$ cat config.mk
export PLATFORM = sky130hd
export DESIGN_NAME = heading_walk_dead_reckoning_core
export DESIGN_NICKNAME = d
export VERILOG_FILES = /design/src/hdl/hwdr_pkg.sv /design/src/hdl/heading_walk_dead_reckoning_core.sv
export SDC_FILE = /design/constraint.sdc
export NUM_CORES = 2
export LEC_CHECK = 0
export ABC_CLOCK_PERIOD_IN_PS = 8300
export BUFFER_PORTS_ARGS = -buffer_cell sky130_fd_sc_hd__buf_2
export CORE_AREA = 2 2 371 373
export DETAILED_ROUTE_END_ITERATION = 10
export DIE_AREA = 0 0 373 375
export HOLD_SLACK_MARGIN = 0.02
export PLACE_DENSITY = 0.55
export SYNTH_ARGS = -nofsm -noshare
export SYNTH_HDL_FRONTEND = slang
export SYNTH_SLANG_ARGS = --single-unit
$ cat constraint.sdc
create_clock -name clk -period 8.3 [get_ports clk]
set_input_delay 0.415 -clock clk [delete_from_list [all_inputs] [get_ports clk]]
set_output_delay 0.415 -clock clk [all_outputs]
set_load 0.005 [all_outputs]
$ cat src/hdl/hwdr_pkg.sv
// Package for the heading-walk dead reckoning core: fixed-point constants,
// widths and the CORDIC arctangent table.
// No dependencies; used by heading_walk_dead_reckoning_core.
package hwdr_pkg;

    // Build-time sizing
    localparam int CORDIC_STEPS = 16;   // rotation steps per sine/cosine, 8..24
    localparam int MAX_REPEAT   = 1023; // cap on repeats per command, 1..65535

    localparam int TABLE_LEN = 24;
    localparam int STEP_W    = $clog2(TABLE_LEN);
    localparam int REP_W     = $clog2(MAX_REPEAT + 1);

    // Angles in 1/256 degree
    localparam int FULL_TURN    = 92160;
    localparam int HALF_TURN    = 46080;
    localparam int QUARTER_TURN = 23040;

    // CORDIC gain in Q30, snap threshold in 1/65536
    localparam int CORDIC_GAIN_Q30 = 652032874;
    localparam int SNAP_LIMIT      = 655;

    localparam int POS_W = 48;
    localparam int CRD_W = 34; // CORDIC x/y datapath, Q2.30 plus headroom
    localparam int ANG_W = 25; // CORDIC residual angle, 1/65536 degree
    localparam int TRG_W = 32; // clamped sine/cosine, Q30

    typedef logic signed [POS_W-1:0] pos_t;

    // atan(2^-i) in units of 1/65536 degree
    function automatic logic [21:0] atan_lut(input logic [STEP_W-1:0] idx);
        logic [21:0] v;
        case (idx)
            5'd0:    v = 22'd2949120;
            5'd1:    v = 22'd1740967;
            5'd2:    v = 22'd919879;
            5'd3:    v = 22'd466945;
            5'd4:    v = 22'd234379;
            5'd5:    v = 22'd117304;
            5'd6:    v = 22'd58666;
            5'd7:    v = 22'd29335;
            5'd8:    v = 22'd14668;
            5'd9:    v = 22'd7334;
            5'd10:   v = 22'd3667;
            5'd11:   v = 22'd1833;
            5'd12:   v = 22'd917;
            5'd13:   v = 22'd458;
            5'd14:   v = 22'd229;
            5'd15:   v = 22'd115;
            5'd16:   v = 22'd57;
            5'd17:   v = 22'd29;
            5'd18:   v = 22'd14;
            5'd19:   v = 22'd7;
            5'd20:   v = 22'd4;
            5'd21:   v = 22'd2;
            5'd22:   v = 22'd1;
            default: v = 22'd0;
        endcase
        return v;
    endfunction

endpackage

$ cat src/hdl/heading_walk_dead_reckoning_core.sv
// Heading-walk dead reckoning core: turn/walk/repeat commands drive a
// heading and a saturating x,y position through a shared CORDIC step unit.
// Depends on hwdr_pkg.
//
//  channel | signals                                   | role
//  --------+-------------------------------------------+---------------------------
//  in      | in_valid, in_ready, turn_angle,           | one command per transfer
//          | step_distance, repeat_count               |
//  out     | out_valid, out_ready, pos_x, pos_y,       | one position report per
//          | saturated                                 | command
//
// A transfer leads to S_REDUCE, which corrects an out-of-range turn; each of
// the n repeats (n the capped repeat count) runs S_HEAD, S_FOLD, CORDIC_STEPS
// rotations of the CORDIC step unit in S_ROT, then S_FIN, S_MULX, S_ADDX and
// S_ADDY; S_DONE reports. in_ready is high only while the sequencer is idle.
// Reset clears heading, position, the sticky flag and the output valid. A held
// report blocks only the second one, which waits in the final state.
module heading_walk_dead_reckoning_core (
    input  logic                clk,
    input  logic                rst_n,
    input  logic                in_valid,
    output logic                in_ready,
    input  logic signed [17:0]  turn_angle,
    input  logic        [15:0]  step_distance,
    input  logic        [9:0]   repeat_count,
    output logic                out_valid,
    input  logic                out_ready,
    output logic signed [47:0]  pos_x,
    output logic signed [47:0]  pos_y,
    output logic                saturated
);

    localparam int STEP_W = hwdr_pkg::STEP_W;
    localparam int REP_W  = hwdr_pkg::REP_W;
    localparam int CRD_W  = hwdr_pkg::CRD_W;
    localparam int ANG_W  = hwdr_pkg::ANG_W;
    localparam int TRG_W  = hwdr_pkg::TRG_W;
    localparam int POS_W  = hwdr_pkg::POS_W;
    localparam int CNT_W  = (REP_W > 10) ? REP_W : 10;
    localparam int DLT_W  = POS_W - 14;

    localparam logic signed [18:0] FULL19  = 19'(hwdr_pkg::FULL_TURN);
    localparam logic        [17:0] FULL18  = 18'(hwdr_pkg::FULL_TURN);
    localparam logic signed [17:0] FULL_S  = 18'(hwdr_pkg::FULL_TURN);
    localparam logic signed [17:0] HALF_S  = 18'(hwdr_pkg::HALF_TURN);
    localparam logic signed [17:0] QUART_S = 18'(hwdr_pkg::QUARTER_TURN);
    localparam logic signed [CRD_W-1:0] GAIN  = CRD_W'(hwdr_pkg::CORDIC_GAIN_Q30);
    localparam logic signed [CRD_W-1:0] ONE_P = CRD_W'(64'sd1 <<< 30);
    localparam logic signed [CRD_W-1:0] ONE_N = -ONE_P;
    localparam logic [STEP_W-1:0] LAST_STEP = STEP_W'(hwdr_pkg::CORDIC_STEPS - 1);
    localparam logic [CNT_W-1:0]  REP_CAP   = CNT_W'(hwdr_pkg::MAX_REPEAT);
    localparam hwdr_pkg::pos_t POS_MAX = {1'b0, {(POS_W-1){1'b1}}};
    localparam hwdr_pkg::pos_t POS_MIN = {1'b1, {(POS_W-1){1'b0}}};
    localparam hwdr_pkg::pos_t SNAP_P  = POS_W'(hwdr_pkg::SNAP_LIMIT);
    localparam hwdr_pkg::pos_t SNAP_N  = -SNAP_P;

    // Sequencer states
    localparam logic [3:0] S_IDLE   = 4'd0;
    localparam logic [3:0] S_REDUCE = 4'd1;
    localparam logic [3:0] S_HEAD   = 4'd2;
    localparam logic [3:0] S_FOLD   = 4'd3;
    localparam logic [3:0] S_ROT    = 4'd4;
    localparam logic [3:0] S_FIN    = 4'd5;
    localparam logic [3:0] S_MULX   = 4'd6;
    localparam logic [3:0] S_ADDX   = 4'd7;
    localparam logic [3:0] S_ADDY   = 4'd8;
    localparam logic [3:0] S_DONE   = 4'd9;

    function automatic hwdr_pkg::pos_t snap_pos(input hwdr_pkg::pos_t v);
        if (v >= SNAP_N && v <= SNAP_P)
            return '0;
        return v;
    endfunction

    function automatic logic signed [TRG_W-1:0] clamp_q30(input logic signed [CRD_W-1:0] v);
        if (v > ONE_P)
            return TRG_W'(ONE_P);
        if (v < ONE_N)
            return TRG_W'(ONE_N);
        return TRG_W'(v);
    endfunction

    // Control state
    logic [3:0]            state_reg, state_next;
    logic [16:0]           heading_reg, heading_next;
    hwdr_pkg::pos_t        acc_x_reg, acc_x_next;
    hwdr_pkg::pos_t        acc_y_reg, acc_y_next;
    logic                  sat_reg, sat_next;
    logic                  out_valid_reg, out_valid_next;
    logic [REP_W-1:0]      rep_reg, rep_next;
    logic [STEP_W-1:0]     step_reg, step_next;

    // Datapath registers
    logic signed [18:0]       turn_reg, turn_next;
    logic [15:0]              dist_reg, dist_next;
    logic signed [CRD_W-1:0]  x_reg, x_next;
    logic signed [CRD_W-1:0]  y_reg, y_next;
    logic signed [ANG_W-1:0]  z_reg, z_next;
    logic                     neg_reg, neg_next;
    logic signed [TRG_W-1:0]  sin_reg, sin_next;
    logic signed [TRG_W-1:0]  cos_reg, cos_next;
    logic signed [POS_W-1:0]  prod_reg, prod_next;
    hwdr_pkg::pos_t           pos_x_reg, pos_x_next;
    hwdr_pkg::pos_t           pos_y_reg, pos_y_next;

    // Shared units
    logic [17:0]              head_sum;
    logic signed [17:0]       fold_a0;
    logic signed [17:0]       fold_a;
    logic                     fold_neg;
    logic signed [CRD_W-1:0]  x_shift;
    logic signed [CRD_W-1:0]  y_shift;
    logic signed [ANG_W-1:0]  atan_val;
    logic signed [TRG_W-1:0]  mul_op;
    logic signed [48:0]       mul_full;
    logic signed [POS_W-1:0]  rnd;
    logic signed [DLT_W-1:0]  delta;
    hwdr_pkg::pos_t           add_base;
    logic signed [POS_W:0]    add_sum;
    hwdr_pkg::pos_t           add_clamped;
    logic                     add_ovf;
    logic [CNT_W-1:0]         cnt_in;

    assign in_ready  = (state_reg == S_IDLE);
    assign out_valid = out_valid_reg;
    assign pos_x     = pos_x_reg;
    assign pos_y     = pos_y_reg;
    assign saturated = sat_reg;

    always_comb
    begin
        // Heading advance: both operands already in [0, 360)
        head_sum = {1'b0, heading_reg} + {1'b0, turn_reg[16:0]};

        // Fold the heading into [-90, 90] and note the sign flip
        fold_a0 = signed'({1'b0, heading_reg});
        if (fold_a0 > HALF_S)
            fold_a0 = fold_a0 - FULL_S;
        fold_neg = 1'b0;
        fold_a   = fold_a0;
        if (fold_a0 > QUART_S)
        begin
            fold_a   = fold_a0 - HALF_S;
            fold_neg = 1'b1;
        end
        else if (fold_a0 < -QUART_S)
        begin
            fold_a   = fold_a0 + HALF_S;
            fold_neg = 1'b1;
        end

        // CORDIC step: arithmetic shifts round toward minus infinity
        x_shift  = x_reg >>> step_reg;
        y_shift  = y_reg >>> step_reg;
        atan_val = signed'(ANG_W'(hwdr_pkg::atan_lut(step_reg)));

        // Shared multiplier: sine in MULX, cosine in ADDX
        mul_op   = (state_reg == S_MULX) ? sin_reg : cos_reg;
        mul_full = signed'({1'b0, dist_reg}) * mul_op;

        // Round half up, then the shared saturating accumulator adder
        rnd      = prod_reg + POS_W'(8192);
        delta    = DLT_W'(rnd >>> 14);
        add_base = (state_reg == S_ADDX) ? acc_x_reg : acc_y_reg;
        add_sum  = {add_base[POS_W-1], add_base} + (POS_W+1)'(delta);
        add_ovf  = add_sum[POS_W] != add_sum[POS_W-1];
        if (add_ovf)
            add_clamped = add_sum[POS_W] ? POS_MIN : POS_MAX;
        else
            add_clamped = add_sum[POS_W-1:0];

        cnt_in = CNT_W'(repeat_count);
    end

    always_comb
    begin
        state_next     = state_reg;
        heading_next   = heading_reg;
        acc_x_next     = acc_x_reg;
        acc_y_next     = acc_y_reg;
        sat_next       = sat_reg;
        out_valid_next = out_valid_reg;
        rep_next       = rep_reg;
        step_next      = step_reg;
        turn_next      = turn_reg;
        dist_next      = dist_reg;
        x_next         = x_reg;
        y_next         = y_reg;
        z_next         = z_reg;
        neg_next       = neg_reg;
        sin_next       = sin_reg;
        cos_next       = cos_reg;
        prod_next      = prod_reg;
        pos_x_next     = pos_x_reg;
        pos_y_next     = pos_y_reg;

        // Drop the report once the consumer takes it
        if (out_valid_reg && out_ready)
            out_valid_next = 1'b0;

        case (state_reg)
            S_IDLE:
            begin
                if (in_valid)
                begin
                    turn_next = 19'(turn_angle);
                    dist_next = step_distance;
                    rep_next  = (cnt_in > REP_CAP) ? REP_W'(REP_CAP) : REP_W'(cnt_in);
                    state_next = S_REDUCE;
                end
            end
            S_REDUCE:
            begin
                // Bring the turn into [0, 360), one correction a cycle
                if (turn_reg < 0)
                    turn_next = turn_reg + FULL19;
                else if (turn_reg >= FULL19)
                    turn_next = turn_reg - FULL19;
                else if (rep_reg == '0)
                    state_next = S_DONE;
                else
                    state_next = S_HEAD;
            end
            S_HEAD:
            begin
                heading_next = (head_sum >= FULL18) ? 17'(head_sum - FULL18) : head_sum[16:0];
                state_next   = S_FOLD;
            end
            S_FOLD:
            begin
                x_next     = GAIN;
                y_next     = '0;
                z_next     = ANG_W'(fold_a) <<< 8;
                neg_next   = fold_neg;
                step_next  = '0;
                state_next = S_ROT;
            end
            S_ROT:
            begin
                if (z_reg >= 0)
                begin
                    x_next = x_reg - y_shift;
                    y_next = y_reg + x_shift;
                    z_next = z_reg - atan_val;
                end
                else
                begin
                    x_next = x_reg + y_shift;
                    y_next = y_reg - x_shift;
                    z_next = z_reg + atan_val;
                end
                if (step_reg == LAST_STEP)
                    state_next = S_FIN;
                else
                    step_next = step_reg + 1'b1;
            end
            S_FIN:
            begin
                sin_next   = clamp_q30(neg_reg ? -y_reg : y_reg);
                cos_next   = clamp_q30(neg_reg ? -x_reg : x_reg);
                state_next = S_MULX;
            end
            S_MULX:
            begin
                prod_next  = mul_full[POS_W-1:0];
                state_next = S_ADDX;
            end
            S_ADDX:
            begin
                acc_x_next = add_clamped;
                if (add_ovf)
                    sat_next = 1'b1;
                prod_next  = mul_full[POS_W-1:0];
                state_next = S_ADDY;
            end
            S_ADDY:
            begin
                acc_y_next = add_clamped;
                if (add_ovf)
                    sat_next = 1'b1;
                rep_next = rep_reg - 1'b1;
                if (rep_reg == REP_W'(1))
                    state_next = S_DONE;
                else
                    state_next = S_HEAD;
            end
            S_DONE:
            begin
                // Hold until the output register is free
                if (!out_valid_reg || out_ready)
                begin
                    pos_x_next     = snap_pos(acc_x_reg);
                    pos_y_next     = snap_pos(acc_y_reg);
                    out_valid_next = 1'b1;
                    state_next     = S_IDLE;
                end
            end
            default:
            begin
                state_next = S_IDLE;
            end
        endcase
    end

    always_ff @(posedge clk or negedge rst_n)
    begin
        if (!rst_n)
        begin
            state_reg     <= S_IDLE;
            heading_reg   <= '0;
            acc_x_reg     <= '0;
            acc_y_reg     <= '0;
            sat_reg       <= 1'b0;
            out_valid_reg <= 1'b0;
            rep_reg       <= '0;
            step_reg      <= '0;
        end
        else
        begin
            state_reg     <= state_next;
            heading_reg   <= heading_next;
            acc_x_reg     <= acc_x_next;
            acc_y_reg     <= acc_y_next;
            sat_reg       <= sat_next;
            out_valid_reg <= out_valid_next;
            rep_reg       <= rep_next;
            step_reg      <= step_next;
        end
    end

    always_ff @(posedge clk)
    begin
        turn_reg  <= turn_next;
        dist_reg  <= dist_next;
        x_reg     <= x_next;
        y_reg     <= y_next;
        z_reg     <= z_next;
        neg_reg   <= neg_next;
        sin_reg   <= sin_next;
        cos_reg   <= cos_next;
        prod_reg  <= prod_next;
        pos_x_reg <= pos_x_next;
        pos_y_reg <= pos_y_next;
    end

endmodule
==> metrics.md <==
| Metric | Value |
|---|---|
| Post-synth top area cell | `fa_1` |
| Final Max Tran Viols | `0` |
| Required time worst endpoint | `8.74 ns` |
| Reg2reg end | `prod_reg[47]$_DFFE_PP_` |
| Ratio of cells with drive above 1 in the final layout | `9.11%` |
| FF-to-FF path depth | `27` |
| Root buffer cell | `clkbuf_16` |
| Max Cap Viol | `0` |
| Multi-input gate area | `37400 µm²` |
| Crit path capture | `prod_reg[47]$_DFFE_PP_` |
| Worst-Skew Late Latency | `0.71 ns` |
| DIE AREA | `140000 µm²` |
| # fillers | `13400` |
| Period utilisation layout | `94.3%` |
| Final GP Congestion | `0.971` |
| TritonCTS buffer count | `60` |
| Finished Core Util | `43.4%` |
| Residual DRC count | `0` |
| First drt pass iteration count | `8` |
| Final setup TNS | `0 ns` |
| Synthesized flop and latch total | `458` |
| Actual slew at the worst max-slew pin | `1.17 ns` |
| Setup crit start | `state_reg[2]$_DFFE_PN0P_` |
| Die W | `373 µm` |
| YS warnings | `0` |
| R2R Path Start | `state_reg[2]$_DFFE_PN0P_` |
| First-pass GRT wire length | `258000 µm` |
| Post-Syn Nets | `6852` |
| Syn Area/Cell | `8.97 µm²` |
| Total wire length | `164000 µm` |
| Vias per cell | `5.53` |
| Cell variety after synth | `106` |
| CP Class | `flop to flop` |
| # rows | `136` |
| CP Capture Type | `flop` |
| Largest net degree at the start of global routing | `85` |
| GR peak layer | `met2` |
| Endpoints failing setup | `0` |
| Post-synth top area share | `18.0%` |
| Worst Hold Class | `input pin to flop` |
| Clk sink count | `458` |
| Mapped Area | `54000 µm²` |
| Detailed placement HPWL | `128000 µm` |
| Starting Density | `39.6%` |
| Vias | `43700` |
| Most frequent cells in the layout | `844 x nand2_1, 614 x inv_1, 487 x fa_1` |
| Iteration-0 DRC Markers | `3115` |
| Fin area | `59100 µm²` |
| RSZ-0062 raised after global routing | `false` |
| Sequential fraction of the synthesis area | `24.2%` |
| Achievable frequency | `0.128 GHz` |
| Register Area | `13100 µm²` |
| Internal reg-to-reg setup slack | `0.48 ns` |
| Worst Path Max Fanout | `28` |
| Mapped Cells | `6021` |
| Async SR Flop Fraction | `29.3%` |
| Post-synth EDFFs | `324` |
| Global Route Usage Sum | `23.3%` |
| Fin Hold WS | `0.124 ns` |
| Final Hold Viols | `0` |
| Port Buffers | `146` |
| WP data arrival | `8.27 ns` |
| Worst-case clock buffer depth | `3` |
| Top post-synthesis cells by area | `fa_1 18%, edfxtp_1 18%, ha_1 6.9%` |
| Final Skew | `0.0993 ns` |
| H-tree levels | `2` |
| Met2 GRT Util | `39.6%` |
| ANT nets after route | `0` |
| Critical path startpoint category | `flop` |
| Overflow after GRT | `0` |
| Die height | `375 µm` |
| CTS tree | `yes` |
| GRT met1 Usage | `31.2%` |
| Vias in the first global route | `43700` |
| Most used flip-flop cell after synthesis | `edfxtp_1` |
| Routed len/inst | `20.8 µm` |
| Status | `complete, no violations` |
| Commonest non-fill, non-tap cell in the layout | `nand2_1` |
| Total core area | `136000 µm²` |
| Final #Nets | `6886` |
| Max transition margin | `22.3%` |
| Met3 Track Usage GR | `2.61%` |
| Clock-pin slew on the worst setup and hold paths | `0.06 ns` |
| Final min period | `7.82 ns` |
| Initial antenna violation count | `1` |
| Placed cell area | `56600 µm²` |
| Area Overhead vs Synth | `9.43%` |
| IO Pins | `147` |
[final cells by class]
cell class | count | area share [%]
Multi-Input combinational cell | 4624 | 63.2
Antenna cell | 2 | 0.00846
Inverter | 620 | 3.94
Timing Repair Buffer | 291 | 3.37
Sequential cell | 458 | 22.1
Tap cell | 1794 | 3.80
Clock inverter | 36 | 0.667
Clock buffer | 76 | 2.83
[how the worst min path moves through the flow]
stage	depth (start not counted)	start	to
floorplan	0	rst_n	acc_x_reg[0]$_DFFE_PN0P_
global placement	1	saturated$_DFFE_PN0P_	saturated$_DFFE_PN0P_
detailed placement	1	saturated$_DFFE_PN0P_	saturated$_DFFE_PN0P_
CTS	1	step_distance[2]	dist_reg[2]$_DFFE_PP_
global route	1	step_distance[1]	dist_reg[1]$_DFFE_PP_
finish	1	step_distance[2]	dist_reg[2]$_DFFE_PP_
[worst max-delay path, stage by stage, from the launching register on]
cell and delay, ns:
dfrtp_1 0.41, nor2b_1 0.19, nand2_1 0.11, nor2_2 0.13
buf_12 0.20, mux2_2 0.46, buf_4 0.20, and2_1 0.18
fa_1 0.60, fa_1 0.46, fa_1 0.54, fa_1 0.53
fa_1 0.55, inv_1 0.05, fa_1 0.52, inv_1 0.04
ha_1 0.33, a21oi_1 0.20, o21ai_0 0.17, a21o_1 0.23
a21o_1 0.18, a31oi_1 0.22, a21oi_1 0.11, buf_4 0.17
o21a_1 0.22, o211a_1 0.21, o221ai_1 0.20, xnor2_1 0.09
[routing by layer]
layer	routed length (µm)	share of wire, %
met1	72200	44
met2	78900	48
met3	8090	4.9
met4	5150	3.1
met5	0	0
[stage by stage]
step                cells  setup WS (ns)
finish               7901          0.476
global route         7899         0.0162
CTS                  7898          0.127
detailed placement   7744         -0.145
global placement     7744         -0.111
floorplan            6021          0.492
[cells by family after synthesis]
family,Yosys count,share of synthesized area (%)
compound gates,1134,13.4
xor+xnor,359,5.84
fa+ha+maj,784,24.9
buf+inv,939,6.74
flops,458,24.2
mux,226,6.11
simple gates,2121,18.8
[cells in the mapped netlist, types with 134 or more instances]
| cell type | count |
|---|---|
| dfrtp_1 | 134 |
| xor2_1 | 155 |
| inv_1 | 614 |
| clkbuf_1 | 259 |
| ha_1 | 296 |
| nor2_1 | 378 |
| and2_1 | 368 |
| edfxtp_1 | 324 |
| xnor2_1 | 203 |
| a21oi_1 | 294 |
| o21ai_0 | 320 |
| fa_1 | 487 |
| nand2_1 | 847 |
[repair_timing]
action	CTS	global route
hold buffers	42	0
endpoints found under the setup margin	2	4
buffers inserted	0	1
endpoints found under the hold margin	118	0
pin swaps	0	1
resized for setup	1	2
Power is not shown: default switching activity piles up to over one toggle a cycle in this logic, so the estimate is an artifact.
